File: src/design/shtq_pkg.sv
// Shared types, codes and defaults for the string hash table.
package shtq_pkg;

  localparam int DEF_TABLE_SLOTS = 101;
  localparam int DEF_MAX_KEY_LEN = 16;
  localparam int DEF_PROBE_LIMIT = 20;
  localparam int MAX_RESULTS     = 16;

  localparam int HASH_MUL   = 19;
  localparam int HASH_MOD   = 101;
  localparam int PROBE_LIN  = 23;
  localparam int CNT_W      = 9;

  // ceil(2^28 / 101): floor(x / 101) == (x * HASH_RCP) >> 28 for x below 2^23
  localparam int HASH_RCP    = 2657777;
  localparam int HASH_RCP_SH = 28;
  localparam int HASH_RCP_W  = 22;

  localparam logic [1:0] CMD_ADD  = 2'd0;
  localparam logic [1:0] CMD_DEL  = 2'd1;
  localparam logic [1:0] CMD_READ = 2'd2;
  localparam logic [1:0] CMD_NOP  = 2'd3;

  localparam logic [2:0] ST_INSERTED = 3'd0;
  localparam logic [2:0] ST_PRESENT  = 3'd1;
  localparam logic [2:0] ST_NO_ROOM  = 3'd2;
  localparam logic [2:0] ST_DELETED  = 3'd3;
  localparam logic [2:0] ST_NOTFOUND = 3'd4;
  localparam logic [2:0] ST_TOO_LONG = 3'd5;
  localparam logic [2:0] ST_READ     = 3'd6;

  typedef struct packed {
    logic [1:0] command;
    logic [7:0] key_byte;
    logic       key_last;
    logic [7:0] slot;
  } cmd_item_t;

  typedef struct packed {
    logic [2:0]       status;
    logic [7:0]       slot_index;
    logic             slot_used;
    logic [7:0]       out_byte;
    logic             result_last;
    logic [CNT_W-1:0] entry_count;
  } rsp_item_t;

  typedef struct packed {
    logic       accept;
    logic       clr_pend;
    logic       hash_init;
    logic       hash_step;
    logic       probe_init;
    logic       probe_next;
    logic       k_clr;
    logic       k_inc;
    logic       wr_byte;
    logic       wr_final;
    logic       del;
    logic       emit;
    logic [2:0] code;
  } shtq_ctl_t;

  typedef struct packed {
    logic too_long;
    logic is_add;
    logic hash_done;
    logic full;
    logic empty;
    logic occ_pos;
    logic len_eq;
    logic byte_eq;
    logic k_last;
    logic j_last;
    logic read_ok;
    logic rd_last;
  } shtq_sts_t;

endpackage

File: src/design/shtq_ctrl.sv
// Sequencer for key hashing, probe walk, key compare, insert copy and slot read.
module shtq_ctrl (
  input  logic                clk,
  input  logic                rst,
  input  logic                start,
  input  shtq_pkg::cmd_item_t cmd_item,
  input  shtq_pkg::shtq_sts_t sts,
  output shtq_pkg::shtq_ctl_t ctl,
  output logic                busy
);
  import shtq_pkg::*;

  localparam logic [3:0] S_IDLE  = 4'd0;
  localparam logic [3:0] S_CHK   = 4'd1;
  localparam logic [3:0] S_HASH  = 4'd2;
  localparam logic [3:0] S_PINIT = 4'd3;
  localparam logic [3:0] S_PROBE = 4'd4;
  localparam logic [3:0] S_LEN   = 4'd5;
  localparam logic [3:0] S_RD    = 4'd6;
  localparam logic [3:0] S_CK    = 4'd7;
  localparam logic [3:0] S_NEXT  = 4'd8;
  localparam logic [3:0] S_WR    = 4'd9;
  localparam logic [3:0] S_RSEL  = 4'd10;
  localparam logic [3:0] S_RRD   = 4'd11;
  localparam logic [3:0] S_RCK   = 4'd12;

  logic [3:0] state, state_next;

  always_ff @(posedge clk) begin
    if (rst) state <= S_IDLE;
    else     state <= state_next;
  end

  assign busy = (state != S_IDLE);

  always_comb begin
    ctl        = '0;
    state_next = state;
    unique case (state)
      S_IDLE: begin
        ctl.accept = start;
        if (start) begin
          if (cmd_item.command == CMD_READ) state_next = S_RSEL;
          else if (cmd_item.command != CMD_NOP && cmd_item.key_last) state_next = S_CHK;
        end
      end
      S_CHK: begin
        if (sts.too_long) begin
          ctl.emit = 1'b1; ctl.code = ST_TOO_LONG; ctl.clr_pend = 1'b1;
          state_next = S_IDLE;
        end else begin
          ctl.hash_init = 1'b1;
          state_next = S_HASH;
        end
      end
      S_HASH: begin
        ctl.hash_step = 1'b1;
        if (sts.hash_done) state_next = S_PINIT;
      end
      S_PINIT: begin
        ctl.probe_init = 1'b1;
        if (sts.is_add && sts.full) begin
          ctl.emit = 1'b1; ctl.code = ST_NO_ROOM; ctl.clr_pend = 1'b1;
          state_next = S_IDLE;
        end else if (!sts.is_add && sts.empty) begin
          ctl.emit = 1'b1; ctl.code = ST_NOTFOUND; ctl.clr_pend = 1'b1;
          state_next = S_IDLE;
        end else begin
          state_next = S_PROBE;
        end
      end
      S_PROBE: begin
        if (!sts.occ_pos) begin
          if (sts.is_add) begin
            ctl.k_clr = 1'b1;
            state_next = S_WR;
          end else begin
            ctl.emit = 1'b1; ctl.code = ST_NOTFOUND; ctl.clr_pend = 1'b1;
            state_next = S_IDLE;
          end
        end else begin
          state_next = S_LEN;
        end
      end
      S_LEN: begin
        if (sts.len_eq) begin
          ctl.k_clr = 1'b1;
          state_next = S_RD;
        end else begin
          state_next = S_NEXT;
        end
      end
      S_RD: state_next = S_CK;
      S_CK: begin
        if (!sts.byte_eq) begin
          state_next = S_NEXT;
        end else if (sts.k_last) begin
          ctl.emit = 1'b1; ctl.clr_pend = 1'b1;
          if (sts.is_add) begin
            ctl.code = ST_PRESENT;
          end else begin
            ctl.code = ST_DELETED;
            ctl.del  = 1'b1;
          end
          state_next = S_IDLE;
        end else begin
          ctl.k_inc = 1'b1;
          state_next = S_RD;
        end
      end
      S_NEXT: begin
        if (sts.j_last) begin
          ctl.emit = 1'b1; ctl.clr_pend = 1'b1;
          ctl.code = sts.is_add ? ST_NO_ROOM : ST_NOTFOUND;
          state_next = S_IDLE;
        end else begin
          ctl.probe_next = 1'b1;
          state_next = S_PROBE;
        end
      end
      S_WR: begin
        ctl.wr_byte = 1'b1;
        if (sts.k_last) begin
          ctl.wr_final = 1'b1;
          ctl.emit = 1'b1; ctl.code = ST_INSERTED; ctl.clr_pend = 1'b1;
          state_next = S_IDLE;
        end else begin
          ctl.k_inc = 1'b1;
        end
      end
      S_RSEL: begin
        if (!sts.read_ok) begin
          ctl.emit = 1'b1; ctl.code = ST_READ;
          state_next = S_IDLE;
        end else begin
          ctl.k_clr = 1'b1;
          state_next = S_RRD;
        end
      end
      S_RRD: state_next = S_RCK;
      S_RCK: begin
        ctl.emit = 1'b1; ctl.code = ST_READ;
        if (sts.rd_last) begin
          state_next = S_IDLE;
        end else begin
          ctl.k_inc = 1'b1;
          state_next = S_RRD;
        end
      end
      default: state_next = S_IDLE;
    endcase
  end

endmodule

File: config.mk
export PLATFORM = sky130hd
export DESIGN_NAME = shtq_ctrl
export DESIGN_NICKNAME = d
export VERILOG_FILES = /design/src/design/shtq_pkg.sv /design/src/design/shtq_ctrl.sv
export SDC_FILE = /design/constraint.sdc
export NUM_CORES = 1
export LEC_CHECK = 0
export ABC_AREA = 1
export BUFFER_PORTS_ARGS = -buffer_cell sky130_fd_sc_hd__buf_2
export CORE_MARGIN = 4
export CORE_UTILIZATION = 38
export DETAILED_ROUTE_END_ITERATION = 8
export PLACE_DENSITY = 0.78
export SETUP_SLACK_MARGIN = 0.2
export SYNTH_ARGS = -nofsm -noshare
export SYNTH_HDL_FRONTEND = slang
export SYNTH_SLANG_ARGS = --single-unit
File: constraint.sdc
create_clock -name clk -period 1.3 [get_ports clk]
set_input_delay 0.065 -clock clk [delete_from_list [all_inputs] [get_ports clk]]
set_output_delay 0.065 -clock clk [all_outputs]
set_load 0.02 [all_outputs]
* Yosys cells after proc, flatten, opt, wreduce, memory -nomap -nowiden
Cells that the tools add are included.
** Storage, ports and cells
- Register bits after elaboration :: 4
- Latch bits :: 0
- Bits in writable memories :: 0
- ROM bits :: 0
- Input bits :: 34
- Logic and storage cells :: 83
- Memories :: 0
** Cells by class
- Add/subtract/negate cells :: 0
- Multiply operators :: 0
- Divide/modulo/power cells :: 0
- Order comparisons :: 0
- Equality and inequality tests :: 18
- Shift operators :: 0
- Multiplexer cells :: 57
- Bitwise logic cells :: 0
- Reductions and logical operators :: 7
** Operators by type and width (number)
- 4-bit 2-to-1 mux :: 20
- 4-bit one-hot mux with 13 select lines :: 1
- 4-bit one-hot mux with 8 select lines :: 1
- 1-bit 2-to-1 mux :: 23
- 4-bit == test (second input constant) :: 5
- 4-bit by 3-bit == test with 1-bit output (second input constant) :: 4
- 3-bit 2-to-1 mux :: 4
- 5-bit 2-to-1 mux :: 2
- 4-bit by 2-bit == test with 1-bit output (second input constant) :: 2
- 2-bit inequality test (second input constant) :: 4
- 2-bit 2-to-1 mux :: 3
- 1-bit one-hot mux with 3 select lines :: 2
- 1-bit one-hot mux with 6 select lines :: 1
- 4-bit by 1-bit == test with 1-bit output (second input constant) :: 1
- 4-bit zero test :: 1
- 4-bit AND reduction :: 1
- 4-bit nonzero test :: 1
- 1-bit logical AND :: 3
- 3-bit inequality test (second input constant) :: 1
- 2-bit == test (second input constant) :: 1
- 1-bit zero test :: 1

* Depth between registers and ports, before layout
- Depth after elaboration :: 6
- Depth in mapped cells :: 9
- Depth with buffers taken out :: 9

* Worst setup path before layout
No wires, ideal clock.
- Kind :: register -> output
- From :: register state[2]
- To :: output port ctl[3] (netlist bit)
- Arrival time :: 1.349 ns
- Data required time :: 1.235 ns
- Path slack :: -0.114 ns
- Stages on the path, launching flop included :: 7
- Path buffers :: 0
- Cell sequence :: dfxtp_1 nor2_2 nand2_1 inv_1 nand2_1 nand3_2 or2_1
** RTL lines
- start, declared :: RTL line shtq_ctrl.sv:27 : logic [3:0] state, state_next;
- start signal, assigned :: RTL line shtq_ctrl.sv:31 : else state <= state_next;
- end, declared :: RTL line shtq_ctrl.sv:8 : output shtq_pkg::shtq_ctl_t ctl,

==> impl_table.tex <==
\begin{tabular}{lr}
\hline
Metric & Value \\
\hline
\multicolumn{2}{l}{\textbf{Critical path}} \\
\quad Worst R2R Start & state[3] \\
\quad WP data required & 1.24 ns \\
\quad Endpoint of the worst register-to-register path & state[1] \\
\quad Reg-to-reg slack, setup & -0.14 ns \\
\quad Last element of the critical path & ctl[3] \\
\quad Critical-path cell with the highest stage delay & sky130\_fd\_sc\_hd\_\_dfxtp\_4 \\
\quad Crit path arrival time & 1.50 ns \\
\quad Critical path, cell by cell & inv\_4, nor2\_4, nand2\_2, inv\_4, nand2\_2, nand2\_2, nor2\_2, nand3\_2, or2\_4, buf\_6 \\
\quad Maximum fanout encountered on the critical timing path & 6 \\
\quad Cell with the most instances on the worst path & sky130\_fd\_sc\_hd\_\_nand2\_2 \\
\quad Crit start category & register \\
\quad Critical path depth in cells & 10 \\
\quad Start point of the critical path & state[3] \\
\quad Family of cells with the greatest summed delay on the critical path & simple AND/OR/NAND/NOR gates \\
\quad Largest stage delay, worst path & 0.35 ns \\
\quad Worst reg-to-reg path cell count & 11 \\
\quad Type of the worst setup path & reg -> out \\
\quad Worst path bufs/invs & 3 \\
\quad Category of the worst setup path capture point & output pin \\
\multicolumn{2}{l}{\textbf{CTS}} \\
\quad Count of clock tree sinks & 4 \\
\quad Clock tree root driver cell & sky130\_fd\_sc\_hd\_\_clkbuf\_4 \\
\quad CTS H-Tree Depth & 1 \\
\quad Number of buffers inserted during clock tree synthesis & 3 \\
\quad Maximum buffer depth of the clock tree & 2 \\
\quad Clock-pin slew reported for the worst setup and hold paths after clock tree synthesis & 0.05 ns \\
\quad CTS tree & built \\
\quad Skew-Pair Late Insertion Delay & 0.25 ns \\
\multicolumn{2}{l}{\textbf{Floorplanning}} \\
\quad Die area & 2356 sq um \\
\quad Core Rows & 14 \\
\quad Initial core utilization & 0.4097 \\
\quad Horizontal extent of the die & 48.54 microns \\
\quad Ports placed on the boundary & 50 \\
\quad Floorplan die height & 48.54 microns \\
\quad Core footprint & 1524 sq um \\
\multicolumn{2}{l}{\textbf{Final layout}} \\
\quad Number of diodes added for antenna fixing & 0 \\
\quad Area growth syn-to-layout & 98.00\% \\
\quad Largest register by flop count & state \\
\quad Max reg flops & 4 \\
\quad Registers with the highest flip-flop counts & state: 4 flops \\
\quad Final design utilization & 0.8112 \\
\quad Fin nets & 212 \\
\quad Fraction of final layout cells sized beyond drive strength 1 & 0.5932 \\
\quad Final standard cell count with taps included and fillers excluded & 193 \\
\multicolumn{2}{l}{\textbf{Logic synthesis}} \\
\quad Top flip-flop cell by instance count after synthesis & sky130\_fd\_sc\_hd\_\_dfxtp\_1 \\
\quad Synthesized netlist cell count & 121 \\
\quad Number of flip-flops and latches in the synthesized netlist & 4 \\
\quad Combined area of all synthesized cells & 624.3 sq um \\
\quad Post-Synth Simple-Gate Area & 0.5992 \\
\quad Dominant combinational cell family by area after synthesis & simple AND/OR/NAND/NOR gates \\
\quad Syn avg cell area & 5.160 sq um \\
\quad Yosys top cell by area & sky130\_fd\_sc\_hd\_\_nand2\_1 \\
\quad Proportion of netlist area held by the largest area contributor & 0.2044 \\
\quad Post-Syn Nets & 155 \\
\quad Number of flops mapped to enable cells by yosys & 0 \\
\quad Most repeated cell in the gate-level netlist after synthesis & sky130\_fd\_sc\_hd\_\_nand2\_1 \\
\quad Warning count from the yosys run & 0 \\
\quad Area fraction in compound gates after synthesis & 0.1283 \\
\quad Synth cell types & 20 \\
\quad Synth cell count leaders & sky130\_fd\_sc\_hd\_\_nand2\_1 (34), sky130\_fd\_sc\_hd\_\_inv\_1 (19), sky130\_fd\_sc\_hd\_\_nor2\_1 (16) \\
\quad Area contributors post-synth & sky130\_fd\_sc\_hd\_\_nand2\_1 (20\%), sky130\_fd\_sc\_hd\_\_dfxtp\_1 (13\%), sky130\_fd\_sc\_hd\_\_inv\_1 (11\%) \\
\quad Register area share after synthesis & 0.1283 \\
\quad Xor and xnor area share after synthesis & 0 \\
\quad Multiplexer share of the synthesized area & 0 \\
\quad Adder-Cell Fraction of Synth Area & 0 \\
\quad Fraction of registers with async set/reset & 0 \\
\multicolumn{2}{l}{\textbf{Global route}} \\
\quad Antenna violations before repair & 0 \\
\quad Overall overflow remaining after global route & 0 \\
\quad Global-route total usage across every layer & 0.1972 \\
\quad Global-route wire length before repair & 3864 microns \\
\quad Pin count of the biggest net entering global routing & 8 \\
\quad Vias in the first global route & 978 \\
\multicolumn{2}{l}{\textbf{Timing}} \\
\quad Min setup slack post-route & -0.2674 ns \\
\quad Unrepaired setup endpoints after global routing & yes \\
\quad Max Clock Freq & 638.0 MHz \\
\quad Hold\_ws & 0.09761 ns \\
\quad Min cycle time layout & 1.567 ns \\
\quad Worst-margin pin slew & 0.2844 ns \\
\quad Final hold violation count & 0 \\
\quad Relative max-transition margin & 0.8090 \\
\quad Final Slew Violations & 0 \\
\quad Setup-failing EPs final & 16 \\
\quad Setup Skew & 0.01484 ns \\
\quad Post-route fraction of the period consumed by the critical path & 1.206 \\
\multicolumn{2}{l}{\textbf{Routing}} \\
\quad DRC violations left & 0 \\
\quad Antenna violation net count after detailed routing & 0 \\
\quad Post-detailed-route wirelength per cell & 12.75 microns \\
\quad Ratio of routed vias to standard cells & 5.166 \\
\quad Via count & 997 \\
\quad Initial drt markers & 18 \\
\quad Number of detailed-routing iterations run before antenna repair & 4 \\
\quad Wirelength, routed & 2460 microns \\
\multicolumn{2}{l}{\textbf{Power and ir drop}} \\
\quad Power per standard cell area & 645.0 nW/um\^{}2 \\
\quad Pleak & 0.6939 nW \\
\quad Worst ir drop on vdd & 781.6 uV \\
\quad Final total power & 0.0007973 W \\
\multicolumn{2}{l}{\textbf{Placed design}} \\
\quad Final GP Congestion & 0.9004 \\
\quad Number of placed instances with taps included & 179 \\
\quad Input/output buffers & 33 \\
\quad Placed wire-length estimate after detailed placement & 1641 microns \\
\multicolumn{2}{l}{\textbf{Run}} \\
\quad Max-cap violations & 0 \\
\multicolumn{2}{l}{\textbf{Status}} \\
\quad Violated checks & negative setup slack \\
\quad Run status & finished with violations \\
\multicolumn{2}{l}{\textbf{Hold path}} \\
\quad Hold Path Class & in -> reg \\
\hline
\end{tabular}
==> tightest hold or removal path, delay by kind of cell <==
| kind | cells | cell delay (ns) |
|---|---|---|
| simple gates | 1 | 0.07 |
| buf+inv | 2 | 0.12 |
| compound gates | 1 | 0.05 |
==> layout make-up <==
class / instances / area, sq um
Timing Repair Buffer: 52 / 401.6
Sequential cell: 4 / 95.09
Inverter: 24 / 95.09
Multi-Input combinational cell: 93 / 598.1
Fill cell: 109 / 287.8
Tap cell: 16 / 20.02
Clock buffer: 4 / 26.28
==> cells in the final DEF, fill, tap and decap left out, drive strengths merged <==
master / instances
a21oi: 6
buf: 51
clkbuf: 4
dfxtp: 4
dlygate4sd3: 1
inv: 24
nand2: 40
nand3: 11
nand3b: 1
nand4: 2
nor2: 22
nor3: 2
o2111ai: 1
o211ai: 1
o21ai: 5
o221ai: 1
or2: 1
==> per-layer routing <==
metal  part of all wire  track usage
met1               0.37       0.2107
met2               0.52       0.3543
met3              0.075      0.03681
met4              0.032       0.1121
met5                  0            0
==> worst min-delay path by stage <==
stage / start / end / slack, ns / depth (start not counted)
5_1_grt: sts[9] / state[1] / 0.1 / 4
3_5_place_dp: rst / state[2] / 0.27 / 2
2_1_floorplan: rst / state[2] / 0.12 / 1
3_3_place_gp: rst / state[3] / 0.26 / 2
4_1_cts: sts[9] / state[1] / 0.1 / 4
6_report: sts[9] / state[1] / 0.1 / 4
==> report_power, final <==
part	internal, W	total, W	switching (W)
sequential	0.000132	0.000150	0.0000177
combinational	0.000204	0.000465	0.000261
clock	0.000116	0.000183	0.0000666
total	0.000452	0.000797	0.000345
==> logic make-up after synthesis <==
family	after synthesis
flops	4
simple gates	79
buf+inv	24
compound gates	14
==> metrics by stage <==
step	area, sq um	setup TNS, ns	setup WS, ns
floorplan	659.4	0	0.01276
global placement	912.1	-0.01329	-0.007705
detailed placement	912.1	-0.06699	-0.04890
CTS	1067	-1.649	-0.2555
global route	1236	-3.288	-0.3216
finish	1236	-2.165	-0.2674
==> repair_timing <==
item / 4_1_cts / 5_1_grt
hold buffers: 1 / 0
gates resized for setup: 28 / 37
setup buffers: 4 / 5
setup endpoints to repair: 20 / 20
pin swaps: 7 / 11
hold endpoints to repair: 2 / 0
Power figures use the tool's default switching activity.
